**config.mk**
```make
export PLATFORM = sky130hd
export DESIGN_NAME = slot_index_allocator
export DESIGN_NICKNAME = d
export VERILOG_FILES = /design/src/hdl/sia_pkg.sv /design/src/hdl/sia_ram.sv /design/src/hdl/sia_ctrl.sv /design/src/hdl/sia_dpath.sv /design/src/hdl/slot_index_allocator.sv
export SDC_FILE = /design/constraint.sdc
export NUM_CORES = 2
export LEC_CHECK = 0
export BUFFER_PORTS_ARGS = -buffer_cell sky130_fd_sc_hd__buf_2
export CAP_MARGIN = 20
export CORE_UTILIZATION = 60
export CTS_CLUSTER_SIZE = 30
export DETAILED_ROUTE_END_ITERATION = 8
export PLACE_DENSITY_LB_ADDON = 0.25
export SLEW_MARGIN = 0
export SYNTH_ARGS = -nofsm -noshare
export SYNTH_HDL_FRONTEND = slang
export SYNTH_SLANG_ARGS = --single-unit
```
**constraint.sdc**
```tcl
create_clock -name clk -period 15.4 [get_ports clk]
set_input_delay 1.54 -clock clk [delete_from_list [all_inputs] [get_ports clk]]
set_output_delay 1.54 -clock clk [all_outputs]
set_load 0.02 [all_outputs]
```
**src/hdl/sia_pkg.sv**
```systemverilog
// Package for the slot index allocator: request codes, controller states
// and the command and status structs between controller and datapath.
// No dependencies.
package sia_pkg;

  localparam int MAX_SLOTS_DEF = 256;
  localparam int STACK_LIMIT   = 256;
  localparam int KIND_W        = 2;
  localparam int INDEX_W       = 8;
  localparam int CAP_W         = 9;

  localparam logic [KIND_W-1:0] KIND_ALLOC = 2'd0;
  localparam logic [KIND_W-1:0] KIND_FREE  = 2'd1;
  localparam logic [KIND_W-1:0] KIND_CLEAR = 2'd2;

  typedef enum logic [1:0] {
    ST_IDLE,
    ST_EXEC,
    ST_POP
  } state_t;

  typedef struct packed {
    logic latch;
    logic exec;
    logic pop_issue;
    logic pop_done;
  } ctrl_cmd_t;

  typedef struct packed {
    logic pop_needed;
  } dp_status_t;

endpackage

```
**src/hdl/sia_ram.sv**
```systemverilog
// Generic single-write, single-read RAM with a registered read port.
// No dependencies.
module sia_ram #(
  parameter int WIDTH = 8,
  parameter int DEPTH = 256
) (
  input  logic                     clk,
  input  logic                     we,
  input  logic [$clog2(DEPTH)-1:0] waddr,
  input  logic [WIDTH-1:0]         wdata,
  input  logic                     re,
  input  logic [$clog2(DEPTH)-1:0] raddr,
  output logic [WIDTH-1:0]         rdata
);

  logic [WIDTH-1:0] mem [DEPTH];
  logic [WIDTH-1:0] rdata_r;

  always_ff @(posedge clk) begin
    if (we) begin
      mem[waddr] <= wdata;
    end
    if (re) begin
      rdata_r <= mem[raddr];
    end
  end

  assign rdata = rdata_r;

endmodule

```
**src/hdl/sia_ctrl.sv**
```systemverilog
// Controller state machine of the slot index allocator.
// Depends on sia_pkg for the state type and the command and status structs.
module sia_ctrl
  import sia_pkg::*;
(
  input  logic       clk,
  input  logic       rst_n,
  input  logic       start,
  input  dp_status_t status,
  output logic       busy,
  output ctrl_cmd_t  cmd
);

  state_t state_r;
  state_t state_nxt;

  always_comb begin
    state_nxt = state_r;
    case (state_r)
      ST_IDLE: begin
        if (start) begin
          state_nxt = ST_EXEC;
        end
      end
      ST_EXEC: begin
        if (status.pop_needed) begin
          state_nxt = ST_POP;
        end else begin
          state_nxt = ST_IDLE;
        end
      end
      ST_POP: begin
        state_nxt = ST_IDLE;
      end
      default: begin
        state_nxt = ST_IDLE;
      end
    endcase
  end

  always_comb begin
    busy          = 1'b1;
    cmd.latch     = 1'b0;
    cmd.exec      = 1'b0;
    cmd.pop_issue = 1'b0;
    cmd.pop_done  = 1'b0;
    case (state_r)
      ST_IDLE: begin
        busy      = 1'b0;
        cmd.latch = start;
      end
      ST_EXEC: begin
        cmd.exec      = !status.pop_needed;
        cmd.pop_issue = status.pop_needed;
      end
      ST_POP: begin
        cmd.pop_done = 1'b1;
      end
      default: begin
        busy = 1'b1;
      end
    endcase
  end

  always_ff @(posedge clk) begin
    if (!rst_n) begin
      state_r <= ST_IDLE;
    end else begin
      state_r <= state_nxt;
    end
  end

  a_pop_after_exec: assert property (@(posedge clk) disable iff (!rst_n)
    (state_r == ST_POP) |-> $past(state_r == ST_EXEC))
    else $error("pop state entered without a preceding execute state");

  a_exec_after_start: assert property (@(posedge clk) disable iff (!rst_n)
    (state_r == ST_EXEC) |-> $past(start && (state_r == ST_IDLE)))
    else $error("execute state entered without an accepted request");

endmodule

```
**src/hdl/sia_dpath.sv**
```systemverilog
// Datapath of the slot index allocator: high-water mark, freed-index stack
// with its depth counter, capacity register and result registers.
// Depends on sia_pkg and instantiates sia_ram for the stack.
module sia_dpath
  import sia_pkg::*;
#(
  parameter int MAX_SLOTS = MAX_SLOTS_DEF
) (
  input  logic               clk,
  input  logic               rst_n,
  input  ctrl_cmd_t          cmd,
  output dp_status_t         status,
  input  logic               cfg_we,
  input  logic [CAP_W-1:0]   cfg_wdata,
  input  logic [KIND_W-1:0]  in_kind,
  input  logic [INDEX_W-1:0] in_slot_index,
  output logic               out_valid,
  output logic [INDEX_W-1:0] out_granted_index,
  output logic               out_ok,
  output logic [INDEX_W-1:0] out_high_water
);

  localparam int POOL = (MAX_SLOTS < STACK_LIMIT) ? MAX_SLOTS : STACK_LIMIT;
  localparam int AW   = $clog2(POOL);
  localparam int DW   = $clog2(POOL + 1);

  logic [CAP_W-1:0]   cap_r;
  logic [KIND_W-1:0]  kind_r;
  logic [INDEX_W-1:0] idx_r;
  logic [INDEX_W-1:0] mark_r;
  logic [INDEX_W-1:0] mark_nxt;
  logic [DW-1:0]      depth_r;
  logic [DW-1:0]      depth_nxt;
  logic               valid_r;
  logic               valid_nxt;
  logic [INDEX_W-1:0] granted_r;
  logic [INDEX_W-1:0] granted_nxt;
  logic               ok_r;
  logic               ok_nxt;

  logic [CAP_W-1:0]   cap_eff;
  logic [DW-1:0]      depth_dec;
  logic               ram_we;
  logic [INDEX_W-1:0] ram_rdata;

  assign cap_eff   = (cap_r < CAP_W'(POOL)) ? cap_r : CAP_W'(POOL);
  assign depth_dec = depth_r - DW'(1);

  assign status.pop_needed = (kind_r == KIND_ALLOC) && (depth_r != '0);

  always_comb begin
    mark_nxt    = mark_r;
    depth_nxt   = depth_r;
    valid_nxt   = cmd.exec || cmd.pop_done;
    granted_nxt = '0;
    ok_nxt      = 1'b0;
    ram_we      = 1'b0;
    if (cmd.pop_issue) begin
      depth_nxt = depth_dec;
    end
    if (cmd.pop_done) begin
      granted_nxt = ram_rdata;
      ok_nxt      = 1'b1;
    end
    if (cmd.exec) begin
      case (kind_r)
        KIND_ALLOC: begin
          if (({1'b0, mark_r} + CAP_W'(1)) < cap_eff) begin
            granted_nxt = mark_r;
            mark_nxt    = mark_r + INDEX_W'(1);
            ok_nxt      = 1'b1;
          end
        end
        KIND_FREE: begin
          if ((mark_r != '0) && (idx_r == (mark_r - INDEX_W'(1)))) begin
            mark_nxt = mark_r - INDEX_W'(1);
            ok_nxt   = 1'b1;
          end else if (depth_r < DW'(POOL)) begin
            ram_we    = 1'b1;
            depth_nxt = depth_r + DW'(1);
            ok_nxt    = 1'b1;
          end
        end
        KIND_CLEAR: begin
          mark_nxt  = '0;
          depth_nxt = '0;
          ok_nxt    = 1'b1;
        end
        default: begin
          ok_nxt = 1'b0;
        end
      endcase
    end
  end

  sia_ram #(
    .WIDTH (INDEX_W),
    .DEPTH (POOL)
  ) u_stack (
    .clk   (clk),
    .we    (ram_we),
    .waddr (depth_r[AW-1:0]),
    .wdata (idx_r),
    .re    (cmd.pop_issue),
    .raddr (depth_dec[AW-1:0]),
    .rdata (ram_rdata)
  );

  always_ff @(posedge clk) begin
    if (!rst_n) begin
      cap_r   <= '0;
      mark_r  <= '0;
      depth_r <= '0;
      valid_r <= 1'b0;
    end else begin
      if (cfg_we) begin
        cap_r <= cfg_wdata;
      end
      mark_r  <= mark_nxt;
      depth_r <= depth_nxt;
      valid_r <= valid_nxt;
    end
  end

  always_ff @(posedge clk) begin
    if (cmd.latch) begin
      kind_r <= in_kind;
      idx_r  <= in_slot_index;
    end
    if (valid_nxt) begin
      granted_r <= granted_nxt;
      ok_r      <= ok_nxt;
    end
  end

  assign out_valid         = valid_r;
  assign out_granted_index = granted_r;
  assign out_ok            = ok_r;
  assign out_high_water    = mark_r;

  a_depth_bound: assert property (@(posedge clk) disable iff (!rst_n)
    depth_r <= DW'(POOL))
    else $error("freed stack depth exceeds the pool size");

  a_result_source: assert property (@(posedge clk) disable iff (!rst_n)
    valid_r |-> $past(cmd.exec || cmd.pop_done))
    else $error("result strobe without a completed request");

endmodule

```
**src/hdl/slot_index_allocator.sv**
```systemverilog
// Slot index allocator top level. A request is taken when start is high and busy
// is low; its result is strobed on out_valid for one cycle, registered from the
// execute state, or from the pop state when an allocate pops the freed stack
// (registered RAM read). Busy holds off a new request until the last one is done.
// The synchronous reset clears the mark, the stack depth and the capacity; the
// stack RAM needs no clearing. Results cannot be held off by the receiver.
module slot_index_allocator
  import sia_pkg::*;
#(
  parameter int MAX_SLOTS = MAX_SLOTS_DEF
) (
  input  logic               clk,
  input  logic               rst_n,
  input  logic               start,
  output logic               busy,
  input  logic [KIND_W-1:0]  in_kind,
  input  logic [INDEX_W-1:0] in_slot_index,
  output logic               out_valid,
  output logic [INDEX_W-1:0] out_granted_index,
  output logic               out_ok,
  output logic [INDEX_W-1:0] out_high_water,
  input  logic               cfg_valid,
  output logic               cfg_ready,
  input  logic [CAP_W-1:0]   cfg_wdata
);

  ctrl_cmd_t  cmd;
  dp_status_t status;

  assign cfg_ready = 1'b1;

  sia_ctrl u_ctrl (
    .clk    (clk),
    .rst_n  (rst_n),
    .start  (start),
    .status (status),
    .busy   (busy),
    .cmd    (cmd)
  );

  sia_dpath #(
    .MAX_SLOTS (MAX_SLOTS)
  ) u_dpath (
    .clk               (clk),
    .rst_n             (rst_n),
    .cmd               (cmd),
    .status            (status),
    .cfg_we            (cfg_valid && cfg_ready),
    .cfg_wdata         (cfg_wdata),
    .in_kind           (in_kind),
    .in_slot_index     (in_slot_index),
    .out_valid         (out_valid),
    .out_granted_index (out_granted_index),
    .out_ok            (out_ok),
    .out_high_water    (out_high_water)
  );

endmodule

```
==> results.cfg <==
[synth]
synthFlopType = edfxtp_1
yosys_warnings = 0
synth.avg_cell_area_sq_um = 22.6
ys_top_cells_by_area = edfxtp_1, mux4_2, nor2_1
syn_nets = 3672
synth_edf_count = 2075
synth_top_area_frac = 0.759
synth-seq-cells = 2104
yosysSeqAreaShare = 0.766
ys_types = 67
netlist_instances = 3629
synth_largest_area_cell = edfxtp_1
synth_area_sq_um = 82100
async_flop_share = 0

[detailed_routing]
drc = 0
routed_wl_mm = 189
dr.first_iter.drc_count = 5051
via_per_inst = 6.85
num_vias = 38800
first_pass_iters = 5
wl_per_cell_um = 33.4
ant_nets = 0

[sta]
final.min_clock_period_ns = 6.54
setup_ws_ns = 8.86
tightest_slew_ns = 1.41
finalCritPeriodShare = 0.424
max-slew-margin-rel = 0.0614
setup_viol = 0
fin_tns_setup_ns = 0
fmax_mhz = 153
hold_viol = 0
maxSlewViolCount = 0
worst_clock_skew_ns = 0.0596
rsz0062_at_grt = false

[clocking]
clock_sinks = 2104
clockBufferDepth = 3
holdBufCountCts = 0
htree_levels = 4
path_clk_slew_ns = 0.06
postCtsSetupBuffers = 0
cts_resized = 0
clkLatencyLatePin_ns = 0.87
cts-root-buf = clkbuf_16
numCtsBuffers = 201
tritoncts = built

[final_layout]
layout.nets = 3767
final_common_cell = edfxtp_1
area_growth_pct = 10.6
n_fill_cell = 8187
drive_above_1_share = 0.273
diodes = 0
final_cell_mix = edfxtp_1, mux4_2, nor2_1

[global_route]
grt_use_total = 0.280
grt_max_degree = 187
overflow = 0
grt_pass1_vias = 38100
grt_pass1_wl_mm = 273
grt_antenna_before_repair = 4

[floorplanning]
die-area_sq_um = 138000
core-area_sq_um = 136000
initial_core_util = 0.606
io_pins = 43
die_w_um = 372
row_count = 135
dieHeight_um = 372

[critical_path]
path_delay_family = buffers and inverters
critPathRequiredTime_ns = 15.95
worstPathArrival_ns = 7.09
max_stage_delay_ns = 1.07
crit_buf_inv = 3
slowest_stage = a221oi_1
endpoint_kind = flip-flop
worstSetupPathType = reg -> reg
path_cells = inv_1 -> ha_4 -> buf_4 -> buf_4 -> mux4_2 -> mux4_2 -> a22o_1 -> a221oi_1 -> o221ai_1
start_kind = flip-flop
crit_fanout = 61

[power]
irDropWorstVdd_uv = 115
leakagePower_uw = 0.0271
powerDensity_nw_per_um2 = 131
fin_total_pwr_uw = 11900

[placement]
port_buffers = 41
dpl.hpwl_mm = 108
dp_slack_ns = 8.79
routabilityCongestion = 0.876

[hold_path]
hold_path_class = reg -> reg

[run]
max-cap-violations = 0

[outcome]
status = complete, no violations
[worst paths after layout]
check | start | endpoint | slack (ns) | depth (start not counted)
min | u_dpath.cap_r[5] | u_dpath.cap_r[5] | 0.53 | 2
max reg2reg | u_dpath.depth_r[0] | u_dpath.u_stack.rdata[1] | 8.86 | 9
min reg2reg | u_dpath.cap_r[5] | u_dpath.cap_r[5] | 0.53 | 2
max | u_dpath.depth_r[0] | u_dpath.u_stack.rdata[1] | 8.86 | 9
[cell usage after synthesis, types with 5 or more instances]
library cell and count:
edfxtp_1 2075, mux4_2 640, nor2_1 278, clkbuf_1 124
buf_1 47, nand2_1 45, a22o_1 40, buf_2 37
dfxtp_1 29, ha_1 20, nor2b_1 18, nand3_1 17
a221o_1 16, a221oi_1 16, nor3_1 15, mux2i_1 14
o21ai_0 14, xnor2_1 14, a21oi_1 12, inv_1 12
o221ai_1 11, a22oi_1 10, buf_4 8, xor2_1 8
a31oi_1 6, nand3_2 6, nand4_1 6, o211ai_1 6
o21a_1 6, and2_1 5, nand2b_1 5
[worst register-to-register path, cell delays in order, from the launching register on]
cell and delay, ns:
dfxtp_4 0.93, inv_1 0.31, ha_4 0.87, buf_4 0.77, buf_4 0.93, mux4_2 0.45, mux4_2 0.50, a22o_1 0.20
a221oi_1 1.08, o221ai_1 0.24
[per-stage QoR]
stage,hold WS [ns],util,cell area [sq um],std cells
after floorplan,0.474,-,82100,3629
after global placement,0.510,0.622,84300,5300
after detailed placement,0.516,0.622,84300,5300
after CTS,0.535,0.669,90800,5666
after global routing,0.556,0.670,90800,5668
final,0.534,0.670,90800,5668
[power breakdown]
| part | switching (uW) | internal (uW) |
|---|---|---|
| combinational | 448 | 304 |
| clock | 2140 | 2700 |
| sequential | 13.4 | 6300 |
[layout make-up]
cell class,instances,area [sq um],share of cell area
Clock buffer,250,5230,0.0576
Clock inverter,116,1240,0.0136
Inverter,14,52.6,0.000579
Multi-Input combinational cell,1292,18300,0.202
Sequential cell,2104,62900,0.693
Tap cell,1781,2230,0.0245
Timing Repair Buffer,111,822,0.00905
[state kept, by name, summed over array words and instances (netlist names)]
signal                     count
u_dpath.u_stack.mem         2048
u_dpath.cap_r                  9
u_dpath.depth_r                9
u_dpath.idx_r                  8
u_dpath.out_granted_index      8
u_dpath.out_high_water         8
u_dpath.u_stack.rdata          8
u_ctrl.state_r                 2
u_dpath.kind_r                 2
u_dpath.out_ok                 1
u_dpath.out_valid              1
[metal layers]
layer  global-route usage  wire length [um]  share of wire
met3               0.0629             19400           0.10
met2                0.423             89300           0.47
met1                0.413             74300           0.39
met4               0.0902              6060          0.032
met5                    0                31        0.00016
[kinds of logic after synthesis]
group	after synthesis	synth area share
muxes	654	0.177
other	1	0.0000457
buffers and inverters	233	0.0119
adders and majority gates	20	0.00305
DFF	2104	0.766
AOI/OAI and AO/OA	167	0.0166
and+or+nand+nor	427	0.0229
xor gates and xnor gates	23	0.00262
(Power assumes the default switching activity.)
